## src/quoted_word_splitter_assert.svh

```systemverilog
// Assertion macros for the word splitter; they use clk and rst_n of the enclosing module.
`ifndef QUOTED_WORD_SPLITTER_ASSERT_SVH
`define QUOTED_WORD_SPLITTER_ASSERT_SVH

`ifndef SYNTHESIS
`define QWS_ASSERT_ALWAYS(label, expr, msg) \
    label: assert property (@(posedge clk) disable iff (!rst_n) (expr)) else $error(msg);
`define QWS_ASSERT_NEXT(label, pre, post, msg) \
    label: assert property (@(posedge clk) disable iff (!rst_n) (pre) |=> (post)) \
        else $error(msg);
`else
`define QWS_ASSERT_ALWAYS(label, expr, msg)
`define QWS_ASSERT_NEXT(label, pre, post, msg)
`endif

`endif

```

## src/qws_pkg.sv

```systemverilog
package qws_pkg;

    localparam int COUNT_BITS = 10;
    localparam int CFG_W      = 10;
    localparam int CFG_IDX_W  = 1;
    localparam int WIDE_W     = (COUNT_BITS > CFG_W) ? COUNT_BITS : CFG_W;
    localparam int IN_DATA_W  = 8;
    localparam int OUT_DATA_W = ((8 + COUNT_BITS + 1 + 7) / 8) * 8;
    localparam int QDEPTH     = 4;
    localparam int QCNT_W     = 3;

    localparam logic [COUNT_BITS-1:0] CMAX = '1;

    localparam logic [CFG_IDX_W-1:0] REG_MAX_ARGS    = 1'd0;
    localparam logic [CFG_IDX_W-1:0] REG_START_COUNT = 1'd1;

    localparam logic KIND_BYTE = 1'b0;
    localparam logic KIND_END  = 1'b1;

    localparam logic [7:0] CH_NUL    = 8'h00;
    localparam logic [7:0] CH_BS_CTL = 8'h08;
    localparam logic [7:0] CH_TAB    = 8'h09;
    localparam logic [7:0] CH_LF     = 8'h0A;
    localparam logic [7:0] CH_CR     = 8'h0D;
    localparam logic [7:0] CH_SPACE  = 8'h20;
    localparam logic [7:0] CH_DQUOTE = 8'h22;
    localparam logic [7:0] CH_HASH   = 8'h23;
    localparam logic [7:0] CH_SQUOTE = 8'h27;
    localparam logic [7:0] CH_BSLASH = 8'h5C;
    localparam logic [7:0] CH_LOW_B  = 8'h62;
    localparam logic [7:0] CH_LOW_N  = 8'h6E;
    localparam logic [7:0] CH_LOW_R  = 8'h72;
    localparam logic [7:0] CH_LOW_S  = 8'h73;
    localparam logic [7:0] CH_LOW_T  = 8'h74;

    typedef enum logic [1:0] {
        M_BETWEEN = 2'd0,
        M_COMMENT = 2'd1,
        M_WORD    = 2'd2,
        M_ESCAPE  = 2'd3
    } mode_t;

    typedef enum logic [1:0] {
        Q_NONE   = 2'd0,
        Q_SINGLE = 2'd1,
        Q_DOUBLE = 2'd2
    } quote_t;

    typedef struct packed {
        logic                  kind;
        logic [7:0]            data;
        logic [COUNT_BITS-1:0] number;
        logic                  dropped;
        logic                  last;
    } result_t;

endpackage

```

## src/quoted_word_splitter.sv

```systemverilog
// Results of an accepted item are registered into the result queue ahead of the output.
// Throughput: one item per cycle while items give at most one result each and
// the output accepts them; an item that gives two or three results holds off the
// next item, set by the single output port draining a four-entry result queue.
// Reset: asynchronous, active low; clears parser state, word count and queue.
module quoted_word_splitter (
    input  logic                            clk,
    input  logic                            rst_n,
    input  logic                            cfg_we,
    input  logic [qws_pkg::CFG_IDX_W-1:0]   cfg_index,
    input  logic [qws_pkg::CFG_W-1:0]       cfg_data,
    input  logic                            s_tvalid,
    output logic                            s_tready,
    input  logic [qws_pkg::IN_DATA_W-1:0]   s_tdata,   // [7:0] in_byte
    input  logic                            s_tlast,   // end_of_text
    output logic                            m_tvalid,
    input  logic                            m_tready,
    output logic [qws_pkg::OUT_DATA_W-1:0]  m_tdata,   // out_byte, word_number, dropped, zero pad
    output logic                            m_tuser,   // kind
    output logic                            m_tlast    // last
);
    import qws_pkg::*;

    mode_t                  mode_reg, mode_next;
    quote_t                 quote_reg, quote_next;
    logic                   had_quote_reg, had_quote_next;
    logic                   nonempty_reg, nonempty_next;
    logic [COUNT_BITS-1:0]  word_count_reg, word_count_next;
    logic [CFG_W-1:0]       max_args_reg;

    result_t                queue_reg [QDEPTH];
    result_t                queue_next [QDEPTH];
    logic [QCNT_W-1:0]      cnt_reg, cnt_next;

    logic [7:0]             c;
    logic                   finish;
    logic                   do_word;
    logic                   ended;
    logic [1:0]             n;
    logic [7:0]             rb [3];
    logic                   rk [3];
    logic [7:0]             qc;
    logic                   is_space;
    logic [COUNT_BITS-1:0]  num;
    logic                   drop;
    logic                   push;
    logic                   pop;
    logic [QCNT_W-1:0]      base;
    result_t                res [3];
    result_t                head;

    assign push     = s_tvalid && s_tready;
    assign pop      = m_tvalid && m_tready;
    assign s_tready = (cnt_reg <= QCNT_W'(1));
    assign m_tvalid = (cnt_reg != '0);

    assign num  = (word_count_reg == CMAX) ? CMAX : word_count_reg + 1'b1;
    assign drop = (word_count_reg == CMAX) || (WIDE_W'(num) > WIDE_W'(max_args_reg));

    // Parser: all results of one item share the word number taken before the item.
    always_comb
    begin
        c               = s_tdata[7:0];
        mode_next       = mode_reg;
        quote_next      = quote_reg;
        had_quote_next  = had_quote_reg;
        nonempty_next   = nonempty_reg;
        finish          = 1'b0;
        do_word         = 1'b0;
        ended           = 1'b0;
        n               = 2'd0;
        qc              = CH_NUL;
        for (int k = 0; k < 3; k++)
        begin
            rb[k] = CH_NUL;
            rk[k] = KIND_BYTE;
        end
        is_space = (c == CH_SPACE) || (c == CH_TAB) || (c == CH_LF);

        if (c == CH_NUL)
        begin
            finish = 1'b1;
        end
        else
        begin
            case (mode_reg)
                M_BETWEEN:
                begin
                    if (!is_space)
                    begin
                        if (c == CH_HASH)
                        begin
                            mode_next = M_COMMENT;
                        end
                        else
                        begin
                            quote_next     = Q_NONE;
                            had_quote_next = 1'b0;
                            nonempty_next  = 1'b0;
                            mode_next      = M_WORD;
                            do_word        = 1'b1;
                        end
                    end
                end
                M_COMMENT:
                begin
                    if (c == CH_LF)
                    begin
                        mode_next = M_BETWEEN;
                    end
                end
                M_WORD:
                begin
                    do_word = 1'b1;
                end
                default:
                begin
                    mode_next = M_WORD;
                    case (c)
                        CH_HASH, CH_BSLASH, CH_SPACE, CH_TAB, CH_LF:
                        begin
                            rb[n] = c; n = n + 2'd1; nonempty_next = 1'b1;
                        end
                        CH_LOW_R:
                        begin
                            rb[n] = CH_CR; n = n + 2'd1; nonempty_next = 1'b1;
                        end
                        CH_LOW_N:
                        begin
                            rb[n] = CH_LF; n = n + 2'd1; nonempty_next = 1'b1;
                        end
                        CH_LOW_T:
                        begin
                            rb[n] = CH_TAB; n = n + 2'd1; nonempty_next = 1'b1;
                        end
                        CH_LOW_S:
                        begin
                            rb[n] = CH_SPACE; n = n + 2'd1; nonempty_next = 1'b1;
                        end
                        CH_LOW_B:
                        begin
                            rb[n] = CH_BS_CTL; n = n + 2'd1; nonempty_next = 1'b1;
                        end
                        CH_SQUOTE, CH_DQUOTE:
                        begin
                            // keep the backslash for the other kind of quote
                            if ((quote_reg == Q_SINGLE && c == CH_DQUOTE)
                                || (quote_reg == Q_DOUBLE && c == CH_SQUOTE))
                            begin
                                rb[n] = CH_BSLASH; n = n + 2'd1;
                            end
                            rb[n] = c; n = n + 2'd1; nonempty_next = 1'b1;
                        end
                        default:
                        begin
                            rb[n] = CH_BSLASH; n = n + 2'd1;
                            rb[n] = c; n = n + 2'd1; nonempty_next = 1'b1;
                        end
                    endcase
                end
            endcase

            if (do_word)
            begin
                qc = (quote_next == Q_SINGLE) ? CH_SQUOTE :
                     (quote_next == Q_DOUBLE) ? CH_DQUOTE : CH_NUL;
                if (quote_next != Q_NONE && c == qc)
                begin
                    quote_next = Q_NONE;
                end
                else if (is_space)
                begin
                    if (quote_next != Q_NONE)
                    begin
                        rb[n] = c; n = n + 2'd1; nonempty_next = 1'b1;
                    end
                    else
                    begin
                        if (nonempty_next || had_quote_next)
                        begin
                            rk[n] = KIND_END; n = n + 2'd1; ended = 1'b1;
                        end
                        quote_next     = Q_NONE;
                        had_quote_next = 1'b0;
                        nonempty_next  = 1'b0;
                        mode_next      = M_BETWEEN;
                    end
                end
                else if (c == CH_SQUOTE || c == CH_DQUOTE)
                begin
                    if (quote_next != Q_NONE)
                    begin
                        rb[n] = c; n = n + 2'd1; nonempty_next = 1'b1;
                    end
                    else
                    begin
                        had_quote_next = 1'b1;
                        quote_next     = (c == CH_SQUOTE) ? Q_SINGLE : Q_DOUBLE;
                    end
                end
                else if (c == CH_BSLASH)
                begin
                    mode_next = M_ESCAPE;
                end
                else
                begin
                    rb[n] = c; n = n + 2'd1; nonempty_next = 1'b1;
                end
            end
            finish = s_tlast;
        end

        if (finish)
        begin
            // a trailing backslash stands for itself
            if (mode_next == M_ESCAPE)
            begin
                rb[n] = CH_BSLASH; n = n + 2'd1; nonempty_next = 1'b1;
                mode_next = M_WORD;
            end
            if (mode_next == M_WORD && (nonempty_next || had_quote_next))
            begin
                rk[n] = KIND_END; n = n + 2'd1; ended = 1'b1;
            end
            quote_next     = Q_NONE;
            had_quote_next = 1'b0;
            nonempty_next  = 1'b0;
            mode_next      = M_BETWEEN;
        end

        word_count_next = ended ? num : word_count_reg;
    end

    always_comb
    begin
        for (int k = 0; k < 3; k++)
        begin
            res[k].kind    = rk[k];
            res[k].data    = rb[k];
            res[k].number  = num;
            res[k].dropped = drop;
            res[k].last    = (2'(k + 1) == n);
        end
    end

    // Result queue: shift out at the head, append this item's results behind.
    always_comb
    begin
        base = cnt_reg - QCNT_W'(pop);
        for (int i = 0; i < QDEPTH; i++)
        begin
            queue_next[i] = (pop && i < QDEPTH - 1) ? queue_reg[(i + 1) % QDEPTH] : queue_reg[i];
            for (int k = 0; k < 3; k++)
            begin
                if (push && 2'(k) < n && (base + QCNT_W'(k)) == QCNT_W'(i))
                begin
                    queue_next[i] = res[k];
                end
            end
        end
        cnt_next = base + (push ? QCNT_W'(n) : '0);
    end

    always_ff @(posedge clk or negedge rst_n)
    begin
        if (!rst_n)
        begin
            mode_reg       <= M_BETWEEN;
            quote_reg      <= Q_NONE;
            had_quote_reg  <= 1'b0;
            nonempty_reg   <= 1'b0;
            word_count_reg <= '0;
            max_args_reg   <= '1;
            cnt_reg        <= '0;
        end
        else
        begin
            cnt_reg <= cnt_next;
            if (push)
            begin
                mode_reg      <= mode_next;
                quote_reg     <= quote_next;
                had_quote_reg <= had_quote_next;
                nonempty_reg  <= nonempty_next;
            end
            if (cfg_we)
            begin
                case (cfg_index)
                    REG_MAX_ARGS:
                    begin
                        max_args_reg <= cfg_data;
                    end
                    REG_START_COUNT:
                    begin
                        if (WIDE_W'(cfg_data) > WIDE_W'(CMAX))
                        begin
                            word_count_reg <= CMAX;
                        end
                        else
                        begin
                            word_count_reg <= COUNT_BITS'(cfg_data);
                        end
                    end
                    default:
                    begin
                        max_args_reg <= max_args_reg;
                    end
                endcase
            end
            else if (push)
            begin
                word_count_reg <= word_count_next;
            end
        end
    end

    always_ff @(posedge clk)
    begin
        for (int i = 0; i < QDEPTH; i++)
        begin
            queue_reg[i] <= queue_next[i];
        end
    end

    assign head    = queue_reg[0];
    assign m_tdata = OUT_DATA_W'({head.dropped, head.number, head.data});
    assign m_tuser = head.kind;
    assign m_tlast = head.last;

`include "quoted_word_splitter_assert.svh"

    `QWS_ASSERT_ALWAYS(a_queue_bound, cnt_reg <= QCNT_W'(QDEPTH), "result queue overflow")
    `QWS_ASSERT_NEXT(a_results_follow, push && n != 2'd0, m_tvalid, "item results not queued")
    `QWS_ASSERT_NEXT(a_item_unbroken, pop && !m_tlast, m_tvalid, "item results broken up")
    `QWS_ASSERT_NEXT(a_count_monotonic, push && !cfg_we,
        word_count_reg >= $past(word_count_reg), "word count went backward")

endmodule
```

## config.mk

```make
export PLATFORM = sky130hd
export DESIGN_NAME = quoted_word_splitter
export DESIGN_NICKNAME = d
export VERILOG_FILES = /design/src/qws_pkg.sv /design/src/quoted_word_splitter.sv
export VERILOG_INCLUDE_DIRS = /design/src /design/src/src
export SDC_FILE = /design/constraint.sdc
export NUM_CORES = 1
export LEC_CHECK = 0
export CORE_ASPECT_RATIO = 0.9
export CORE_UTILIZATION = 40
export CTS_CLUSTER_DIAMETER = 150
export DETAILED_ROUTE_END_ITERATION = 10
export DONT_BUFFER_PORTS = 1
export PLACE_DENSITY = 0.56
export SYNTH_ARGS = -nofsm -noshare
export SYNTH_HDL_FRONTEND = slang
export SYNTH_SLANG_ARGS = --single-unit
```

## constraint.sdc

```tcl
create_clock -name clk -period 14.1 [get_ports clk]
set_input_delay 1.41 -clock clk [delete_from_list [all_inputs] [get_ports clk]]
set_output_delay 1.41 -clock clk [all_outputs]
set_load 0.02 [all_outputs]
```

==> summary by stage, run 1 <==
Synthesis
The average instance in the mapped netlist occupies 10.3 sq um. The leading register cell type out of synthesis is edfxtp_1. For this run, the number of Yosys warnings is 0. The distinct cell type count of the synthesized netlist is 90. In this run, synthesis inferred 84 flip-flops with an integrated enable. The number of instances in the synthesized netlist is 730. The share of the Yosys chip area taken by registers is 0.434. The flip-flop and latch count after synthesis is 113. The share of flip-flops with an asynchronous set or reset is 0.257. The post-synthesis instance area is 7510 sq um.

Clock network
The setup fix buffers added after clock tree synthesis is 0. TritonCTS built the clock tree. At the later pin of the worst-skew pair, clock insertion delay measures 0.42 ns.

The clock tree synthesis step divided the H-tree into 4 levels. The number of buffers added by the clock tree synthesis step is 17. The clock transition time at the flip-flop clock pins of the worst setup and hold paths is 0.05 ns. The number of gates resized after CTS was 0. The master cell of the clock root buffer is clkbuf_16.

No sink is reached through more buffers than the 2 on the longest clock path. The tree built by TritonCTS fans out to 113 sinks. Buffers inserted to repair hold after CTS numbered 0.

Floorplan
The core region is 18,400 sq um. The horizontal die dimension is 146 um. The initial utilization of the core area, before any placement, comes to 0.408.

The floorplan row count is 47. The number of I/O pins is 53. The area of the die is 19,300 sq um. The floorplan die height is 132 um.

Placement
The worst setup timing slack at the placement stage is 5.61 ns. The final HPWL from detailed placement is 13,900 um. The count of input and output buffers is 0. The placer's final routability congestion estimate is 0.933. After detailed placement, the design holds a cell count of 938.

Timing
The largest clock skew in the final design is 0.0103 ns. The achievable clock frequency is 0.124 GHz. Dividing the final minimum period by the clock period gives 0.574. The number of setup violations in the final report is 0. The final number of hold-violating endpoints is 0. For the final routed database, the setup TNS stands at 0 ns. The count of pins over their slew limit was 0. Headroom to the max-slew limit came out at 0.212.

The minimum clock period after layout is 8.09 ns. The measured slew at the worst slew-check pin is 1.17 ns. The final critical-path setup slack is 6.01 ns.

Setup repair after global routing left no endpoint under its margin.

Detailed routing
The count of nets left with antenna violations after detail routing is 0. The number of DRC markers in iteration 0 is 406. The iteration count of the initial detailed-routing pass is 5. In the final routed layout, each cell accounts on average for 18.6 um.

The total number of vias is 5,518. In the routed design, unresolved DRC markers number 0. The total routed wirelength is 18,000 um. The detail-routed via count per cell is 5.69.

Setup path
The class of the most critical setup path is primary input to flip-flop. The critical path goes through or4_1, or3_4, nand3_1, nand2_1, ha_1, or4_1, a2111oi_1, buf_4, a211o_1, mux2_2, nand2_1, inv_1, ha_1, nor2_1, a21oi_1, ha_1, o32ai_4, nand2_2, inv_2, o21ai_0, o21ai_2, nand2b_1. The cell with the largest stage delay on the worst path is nand2b_1. The arrival time at the worst endpoint is 8.13 ns. The worst setup path is captured at a flip-flop.

Data on the critical path is required at its endpoint by 14.13 ns. Of all nets on the critical path, the largest fanout is 21. In this design, the critical path's most frequently occurring cell is ha_1. STA classifies the critical path startpoint as a primary input. The largest stage delay on the critical path is 0.82 ns.

Global routing
The first global-routing pass estimated 29,700 um of wire. After global routing the overflow that remains totals 0. The number of antenna violations at the first check in global routing came to 0.

Entering global routing, the biggest net connects 30 pins. The via count of the first global-routing pass is 5,550. Across every metal layer, demand over resource in global routing totals 0.196.

Finish
Fill cells in the final layout number 1,700. In the layout the commonest cells are nand2_1 (88), edfxtp_1 (84), nor2_1 (40), mux2i_1 (40), o21ai_0 (39). The number of flip-flops under the largest register name is 84. The net count of the finished layout is 767. The fraction of final layout cells sized beyond drive strength 1 is 0.124.

Compared with the post-synthesis result, the final layout area differs by 8.60%. The diode insertion count for antenna repair is 0. The fraction of the core area covered by cells at the end of the flow is 0.443. Leaving out fill and tap cells, the most frequent cell in the layout is nand2_1. Leaving out filler cells and counting taps, the final layout contains 969.

Pwr
The completed layout was analyzed and its total power is 1.47 mW. The leakage power of the design is 3.22 nW. The worst-case vdd ir drop is 0.0942 mV. The power density over cell area is 181 nW/um^2.

Min path
The path class of the tightest hold or removal check is flip-flop to flip-flop.

Job
Across the run, the number of max-cap violations was 0.

Run status
The run finished with clean final reports.
[metrics by stage]
step                      hold slack [ns]  cell area [sq um]
after floorplan                     0.472               7520
after global placement              0.499               7610
after detailed placement            0.506               7610
after CTS                           0.515               8150
after global routing                0.539               8150
final                               0.511               8150
[logic make-up (layout without fill, tap and decap cells)]
group                    count (synthesis)  count (layout)  synth area share
AO/OA/AOI/OAI                          188             188             0.178
XOR/XNOR                                13              13            0.0162
adder cells (fa/ha/maj)                 30              30            0.0510
buffers and inverters                   77              67            0.0500
flip-flops                             113             113             0.434
multiplexers                            76              76             0.112
other                                    1               5          0.000499
AND/OR/NAND/NOR                        232             232             0.157
[power breakdown]
group | switching, mW | internal (mW) | total, mW
logic | 0.342 | 0.187 | 0.529
registers | 0.0622 | 0.489 | 0.552
clock network | 0.152 | 0.240 | 0.392
[synth_stat cells, types with 7 or more instances]
cell	instances	area share
nor2_1	40	0.020
and2_1	9	0.0075
dfrtp_1	19	0.063
nand2b_1	11	0.0092
clkbuf_1	14	0.0070
buf_4	11	0.011
o31ai_1	7	0.0070
ha_1	29	0.048
edfxtp_1	84	0.34
nand3_1	24	0.016
o21ai_0	41	0.027
a21oi_1	36	0.024
xnor2_1	8	0.0093
o221ai_1	10	0.012
mux2i_1	40	0.053
o21ai_1	7	0.0047
mux2_2	8	0.012
and3_1	7	0.0058
inv_1	32	0.016
mux2_1	18	0.027
a31oi_1	11	0.0092
dfstp_2	10	0.035
buf_2	12	0.0080
nand2_1	88	0.044
mux2_4	10	0.020
nor3_1	8	0.0053
nand4_1	7	0.0058
o211ai_1	12	0.012
[layout make-up]
type,instances,area [sq um],share of cell area
clock buffer,18,429,0.0526
clock inverter,13,115,0.0141
inverter,34,130,0.0160
multi-input combinational,544,3900,0.478
sequential,113,3260,0.400
tap,245,307,0.0376
timing repair buffer,2,15.0,0.00184
[critical path: cells and delay by family]
family | cells | cell delay, ns
multiplexers | 1 | 0.36
AO/OA/AOI/OAI | 6 | 1.91
adder cells (fa/ha/maj) | 3 | 0.88
buffers and inverters | 3 | 0.54
AND/OR/NAND/NOR | 9 | 3.00
[per-layer routing]
layer  share of wire  global-route usage  up-vias
li1                -                   -     2695
met1            0.50               0.274     2633
met2            0.44               0.297      169
met3           0.054              0.0557       21
met4           0.011              0.0492        0
met5               0                   0        -
[final timing paths]
| kind | start | endpoint | slack [ns] | depth (start not counted) |
|---|---|---|---|---|
| setup / recovery | s_tdata[5] | queue_reg[1][9]$_DFFE_PP_ | 6.01 | 22 |
| hold / removal | max_args_reg[1]$_DFFE_PN1P_ | max_args_reg[1]$_DFFE_PN1P_ | 0.51 | 2 |
| setup reg to reg | mode_reg[0]$_DFFE_PN0P_ | queue_reg[1][9]$_DFFE_PP_ | 7.01 | 23 |
| hold reg to reg | max_args_reg[1]$_DFFE_PN1P_ | max_args_reg[1]$_DFFE_PN1P_ | 0.51 | 2 |
| max in group asynchronous | rst_n | max_args_reg[2]$_DFFE_PN1P_ | 13.24 | 0 |
| min in group asynchronous | rst_n | word_count_reg[5]$_DFFE_PN0P_ | 0.68 | 0 |
Power figures use the tool's default switching activity.
==> run 2, diff against run 1 <==
clock period = 8.4 ns   (was 14.1 ns; I/O delays follow)
==> summary by stage, run 2 (synthesized netlist as in run 1, its figures left out) <==
Pwr
IR analysis of the VDD net gives a maximum drop of 0.170 mV. Summed over all cells, the static leakage comes to 3.25 nW. In this run the power density over the cells is 305 nW/um^2.

Clock network
Clock-pin slew was measured on the worst setup and hold paths at 0.06 ns. CTS built an H-tree with a depth of 4. The longest clock path from root to sink contains 2 buffers.

Gates resized during post-CTS repair numbered 0. Once the clock tree was built, the setup fixing pass inserted 0 buffers. The cell sitting at the root of the clock tree is a clkbuf_16.

After clock tree synthesis, the flow added hold-fix buffers numbering 0. TritonCTS built the clock tree. TritonCTS created 17 clock buffers. For the worst-skew pair, the clock arrives at the later sink with an insertion delay of 0.42 ns. The sink count of the clock tree is 113.

Detailed routing
In this run the remaining antenna-violating nets after routing total 0. The total number of vias is 5,570. The detail-routed via count per cell is 5.71. In the final routed layout, each cell accounts on average for 18.5 um. The number of DRC markers in iteration 0 is 347. The number of remaining DRC errors is 0. The total routed wirelength is 18,000 um. The iteration count of the initial detailed-routing pass is 5.

Floorplan
The horizontal die dimension is 146 um. The effective utilization at floorplan is 0.408. The floorplan row count is 47. The die is 132 um tall. The area of the die is 19,300 sq um.

During I/O placement, the number of pins put on the boundary was 53. The total area inside the core boundary comes to 18,400 sq um.

Finish
The number of nets in the finished design is 772. Of the cells placed in the final design, the portion with a size suffix greater than 1 is 0.132. In the layout the commonest cells are nand2_1 (88), edfxtp_1 (84), nor2_1 (40), mux2i_1 (40), o21ai_0 (39). The most frequent standard cell in the layout excluding fill and tap cells is nand2_1. The number of flip-flops under the largest register name is 84. The number of antenna diodes in the final layout is 0. After filler insertion, the fill cell instance count of the layout stands at 1,727. The signed area change from the synthesized netlist to the final layout is 9.32%. The final cell area excluding filler cells is 8210 sq um.

Timing
The headroom to the max-slew limit is 0.208. Subtracting the final worst setup slack from the clock period gives 7.06 ns. Dividing the final minimum period by the clock period gives 0.841.

The count of pins over their slew limit came to 0. Static timing analysis puts the maximum clock frequency at 0.142 GHz. The aggregate negative setup slack is 0 ns. The final number of hold-violating endpoints is 0. Setup repair after global routing left no endpoint under its margin. At the pin with the least slew margin, the transition time is 1.18 ns. Setup violations remaining at the end of the flow were counted as 0. On the final layout, the worst clock skew is 0.0132 ns.

Run status
The flow ran to the end, and the final reports show no timing, DRC or antenna violations.

Placement
The final HPWL from detailed placement is 13,900 um. The placed instances occupy a cell area of 7650 sq um. At the end of routability-driven placement, the weighted congestion stood at 0.885. The count of input and output buffers is 0.

Setup path
STA classifies the critical path startpoint as a primary input. The category of the worst setup path capture point is a flip-flop. The data required time at the worst endpoint is 8.42 ns.

The worst setup path is of the primary input to flip-flop kind. Data on the critical path arrives at its endpoint at 7.09 ns. The highest net fanout along the worst path is 21.

Global routing
The number of antenna violations at the first check in global routing came to 0. The all-layer global routing usage is 0.193. The maximum number of pins on one net before global-route repair is 30. The overall overflow remaining after global route is 0. The via count of the first global-routing pass is 5,420. The first global-routing pass estimated 29,400 um of wire.

Job
The number of max-capacitance violations reported is 0.

Min path
The min-delay analysis places its worst path in the category primary input to asynchronous set/reset pin.
-- run 2: cell types whose count changed in the layout (fill, tap and decap cells not counted), sizes merged --
cell / delta
inv: +2
buf: +5
clkbuf: -1
-- run 2: critical path, cell delays in order --
cell and delay, ns:
or4_1 0.64, or3_4 0.47, nand3_1 0.16, nand2_1 0.13, ha_1 0.30, or4_1 0.42
a2111oi_1 0.27, buf_4 0.21, a211o_1 0.18, mux2_2 0.36, nand2_1 0.14, inv_1 0.08
ha_1 0.28, nor2_1 0.04, a21oi_1 0.25, ha_1 0.31, o32ai_4 0.27, buf_4 0.24
nand2_2 0.11, inv_2 0.25, and3_1 0.44, a31oi_1 0.20, o21ai_2 0.47
-- run 2: per-layer routing --
| layer | global-route usage | vias to the layer above | part of all wire |
|---|---|---|---|
| li1 | - | 2705 | - |
| met1 | 0.281 | 2686 | 0.49 |
| met2 | 0.286 | 164 | 0.44 |
| met3 | 0.0436 | 15 | 0.057 |
| met4 | 0.0515 | 0 | 0.012 |
| met5 | 0 | - | 0 |
-- run 2: path summary, 6_finish.rpt --
path                                                 endpoint  depth (start not counted)  slack, ns                        start
worst min-delay path            word_count_reg[6]$_DFFE_PN0P_                          0       0.12                        rst_n
max in group asynchronous         max_args_reg[0]$_DFFE_PN1P_                          0       8.10                        rst_n
min in group clk                  max_args_reg[1]$_DFFE_PN1P_                          2       0.52  max_args_reg[1]$_DFFE_PN1P_
worst max register to register      queue_reg[3][5]$_DFFE_PP_                         24       1.74      mode_reg[0]$_DFFE_PN0P_
worst max-delay path                queue_reg[3][5]$_DFFE_PP_                         23       1.34                   s_tdata[5]
worst min register to register    max_args_reg[1]$_DFFE_PN1P_                          2       0.52  max_args_reg[1]$_DFFE_PN1P_
-- run 2: final cells by class --
| cell class | instances | area, sq um | share of cell area |
|---|---|---|---|
| Tap cell | 245 | 307 | 0.0373 |
| Inverter | 34 | 130 | 0.0159 |
| Sequential cell | 113 | 3260 | 0.397 |
| Multi-Input combinational cell | 544 | 3900 | 0.475 |
| Clock buffer | 17 | 425 | 0.0518 |
| Timing Repair Buffer | 7 | 52.6 | 0.00640 |
| Clock inverter | 15 | 135 | 0.0165 |
-- run 2: where the power goes --
group / internal (mW) / total (mW) / switching (mW) / leakage, nW
clock network: 0.408 / 0.676 / 0.268 / 0.264
logic: 0.324 / 0.904 / 0.580 / 1.85
registers: 0.819 / 0.926 / 0.107 / 1.13
total: 1.55 / 2.51 / 0.955 / 3.25
-- run 2: per-stage QoR --
stage	worst slack (ns)	hold WS (ns)	total power [mW]	cells	util
after global placement	1.17	0.498	1.79	943	0.415
after global routing	0.867	0.101	2.66	975	0.446
final	1.34	0.123	2.51	975	0.446
after CTS	1.37	0.103	2.51	975	0.446
after floorplan	0.623	0.472	1.61	734	-
after detailed placement	0.938	0.504	1.83	943	0.415
==> run 3, diff against run 2 <==
clock period = 6.75 ns   (was 8.4 ns; I/O delays follow)
==> summary by stage, run 3 (synthesized netlist as in run 1, its figures left out) <==
Finish
The most frequent standard cell in the layout excluding fill and tap cells is nand2_1. The final layout contains 784 nets. The area growth from synthesis to layout is 10.1%. The fraction of final layout cells sized beyond drive strength 1 is 0.144.

The library cells used most frequently in the layout, excluding fill and tap cells, are nand2_1 (88), edfxtp_1 (84), nor2_1 (40), mux2i_1 (40), o21ai_0 (39). 0 antenna diodes ended up in the layout. The register with the most flip-flops in the layout has 84 of them.

Clock network
TritonCTS built the clock tree. After clock tree synthesis, the setup repair step added 0 buffers. The number of buffers added by the clock tree synthesis step is 17. The clock transition time at the flip-flop clock pins of the worst setup and hold paths is 0.06 ns. The sink count of the clock tree is 113. The clock network latency to the later pin of the worst-skew pair is 0.41 ns. The clock passes through at most 2 buffers. Once the clock tree was built, the resizer swapped 0 gates to a different size. Clock tree synthesis selected as its root buffer the cell clkbuf_16. The depth of the CTS H-tree is 4.

Floorplan
In this run the vertical extent of the chip is 132 um. In this run the horizontal extent of the chip is 146 um. The floorplan row count is 47. In this run the standard cell core region covers 18,400 sq um. The number of I/O pins is 53. The area of the die is 19,300 sq um. The initial utilization of the core area, before any placement, comes to 0.408.

Setup path
The arrival time at the worst endpoint is 6.24 ns. The worst register-to-register path begins at mode_reg[0]$_DFFE_PN0P_. The data required time at the worst endpoint is 6.77 ns. The highest net fanout along the worst path is 21. The capturing point of the worst reg2reg path is queue_reg[3][10]$_DFFE_PP_. The class of the most critical setup path is flip-flop to flip-flop. Among the stages of the critical path, the cell type that occurs most often is ha_1. The largest stage delay on the critical path is 0.48 ns.

The signal on the critical path passes through inv_1, ha_1, nand3_1, nand2_1, inv_1, ha_1, or3_1, a2111oi_2, a211o_1, mux2_2, nand2_1, inv_1, ha_1, nor2_1, a21oi_1, ha_1, o32ai_4, nand2_2, inv_2, buf_4, and3_1, a31oi_1, o21ai_2. Among all stages on the critical path, the largest delay is contributed by ha_1. The worst setup path is captured at a flip-flop. STA classifies the critical path startpoint as a flip-flop. Across all register-to-register paths, the minimum setup slack is 0.53 ns. The cell depth of the worst flop-to-flop path is 23.

Timing
The worst path needs 6.22 ns of the cycle, external delays included. Clock skew on the completed layout was measured at 0.00803 ns. The achievable clock frequency is 0.161 GHz. The headroom to the max-slew limit is 0.272.

Setup repair after global routing left no endpoint under its margin. The final number of hold-violating endpoints is 0. The count of pins over their slew limit came to 0. The number of setup violations in the final report is 0. The ratio of final minimum period to clock period is 0.921. The measured slew at the worst slew-check pin is 1.09 ns. For the final routed database, the setup TNS stands at 0 ns.

Global routing
The maximum number of pins on one net before global-route repair is 22. The overall overflow remaining after global route is 0. The number of antenna violations at the first check in global routing was 0. Across every metal layer, demand over resource in global routing totals 0.196. The via count of the first global-routing pass is 5,691. The first global-routing pass estimated 29,900 um of wire.

Detailed routing
The total number of vias is 5,633. In this run the remaining antenna-violating nets after routing total 0. The total routed wirelength is 18,200 um. For this block, the initial DRC count from the detailed router was 492. The iteration count of the initial detailed-routing pass is 5. Dividing the detail-routed wire length by the instance count gives 18.5 um. Dividing the detail-routed via count by the number of cells gives 5.71. The number of remaining DRC errors is 0.

Placement
The placer's final routability congestion estimate is 0.896. The count of buffers added on input and output ports is 0. Detailed placement ended at an HPWL of 14,000 um.

Pwr
The analysis attributes to cell leakage a power of 3.28 nW. The share of total power dissipated in the clock network is 0.256. The power density over cell area is 370 nW/um^2. Internal power comes to 1.89 mW.

Of the total power, the share spent switching nets is 0.382. The share of power burned in registers is 0.376. The worst-case vdd ir drop is 0.218 mV. The power consumption is 3.06 mW. In this run the power spent charging and discharging nets is 1.17 mW.

The logic gate share of total power is 0.368.

Job
Max-cap violations in this run came to 0.

Run status
The flow ran to the end, and the final reports show no timing, DRC or antenna violations.

Min path
In this run the worst hold path is classified as primary input to asynchronous set/reset pin.
## run 3: worst max-delay path: cells and delay by family, from the launching register on
family / cells / cell delay, ns
adder cells (fa/ha/maj): 4 / 1.27
AND/OR/NAND/NOR: 7 / 1.20
multiplexers: 1 / 0.37
AO/OA/AOI/OAI: 6 / 1.83
buffers and inverters: 5 / 0.70
flip-flops: 1 / 0.44
## run 3: power by group through the flow
stage,clock network (mW),logic [mW],registers (mW)
after floorplan,0,0.858,1.14
after global placement,0,1.08,1.16
after detailed placement,0,1.10,1.17
after CTS,0.800,1.12,1.15
after global routing,0.830,1.26,1.17
final,0.783,1.12,1.15
## run 3: area by class of cell
cell class,count,area (sq um)
multi-input cells,544,3910
inverters,34,130
clock inverters,14,93.8
repair buffers,19,145
well taps,245,307
flip-flops and latches,113,3260
clock buffers,17,425
fillers,1713,10100
## run 3: worst max-delay path by stage
stage / startpoint / end / slack [ns] / cells after the start
after CTS: mode_reg[0]$_DFFE_PN0P_ / queue_reg[3][10]$_DFFE_PP_ / 0.61 / 23
after global routing: mode_reg[0]$_DFFE_PN0P_ / queue_reg[3][9]$_DFFE_PP_ / 0.03 / 21
final: mode_reg[0]$_DFFE_PN0P_ / queue_reg[3][10]$_DFFE_PP_ / 0.53 / 23
after floorplan: s_tdata[4] / queue_reg[0][0]$_DFFE_PP_ / 0.01 / 25
after detailed placement: s_tdata[5] / queue_reg[3][10]$_DFFE_PP_ / 0.23 / 20
after global placement: s_tdata[5] / queue_reg[3][10]$_DFFE_PP_ / 0.33 / 20
## run 3: timing repair
action	4_1_cts	5_1_grt
endpoints found under the setup margin	0	0
endpoints found under the hold margin	19	0
hold buffers	1	0
## run 3: per-stage QoR
| step | instances | setup WS, ns | hold WS, ns | utilization | cell area, sq um |
|---|---|---|---|---|---|
| 3_5_place_dp | 954 | 0.227 | 0.381 | 0.420 | 7740 |
| 4_1_cts | 986 | 0.610 | 0.0884 | 0.449 | 8270 |
| 3_3_place_gp | 954 | 0.330 | 0.382 | 0.420 | 7740 |
| 5_1_grt | 986 | 0.0283 | 0.0846 | 0.449 | 8270 |
| 2_1_floorplan | 734 | 0.0125 | 0.379 | - | 7530 |
| 6_report | 986 | 0.533 | 0.105 | 0.449 | 8270 |
## run 3: metal layers
layer	wire length [um]	GRT usage	part of all wire
met5	0	0	0
met4	387	0.0787	0.021
met3	1100	0.0474	0.060
met2	7900	0.292	0.43
met1	8840	0.273	0.49
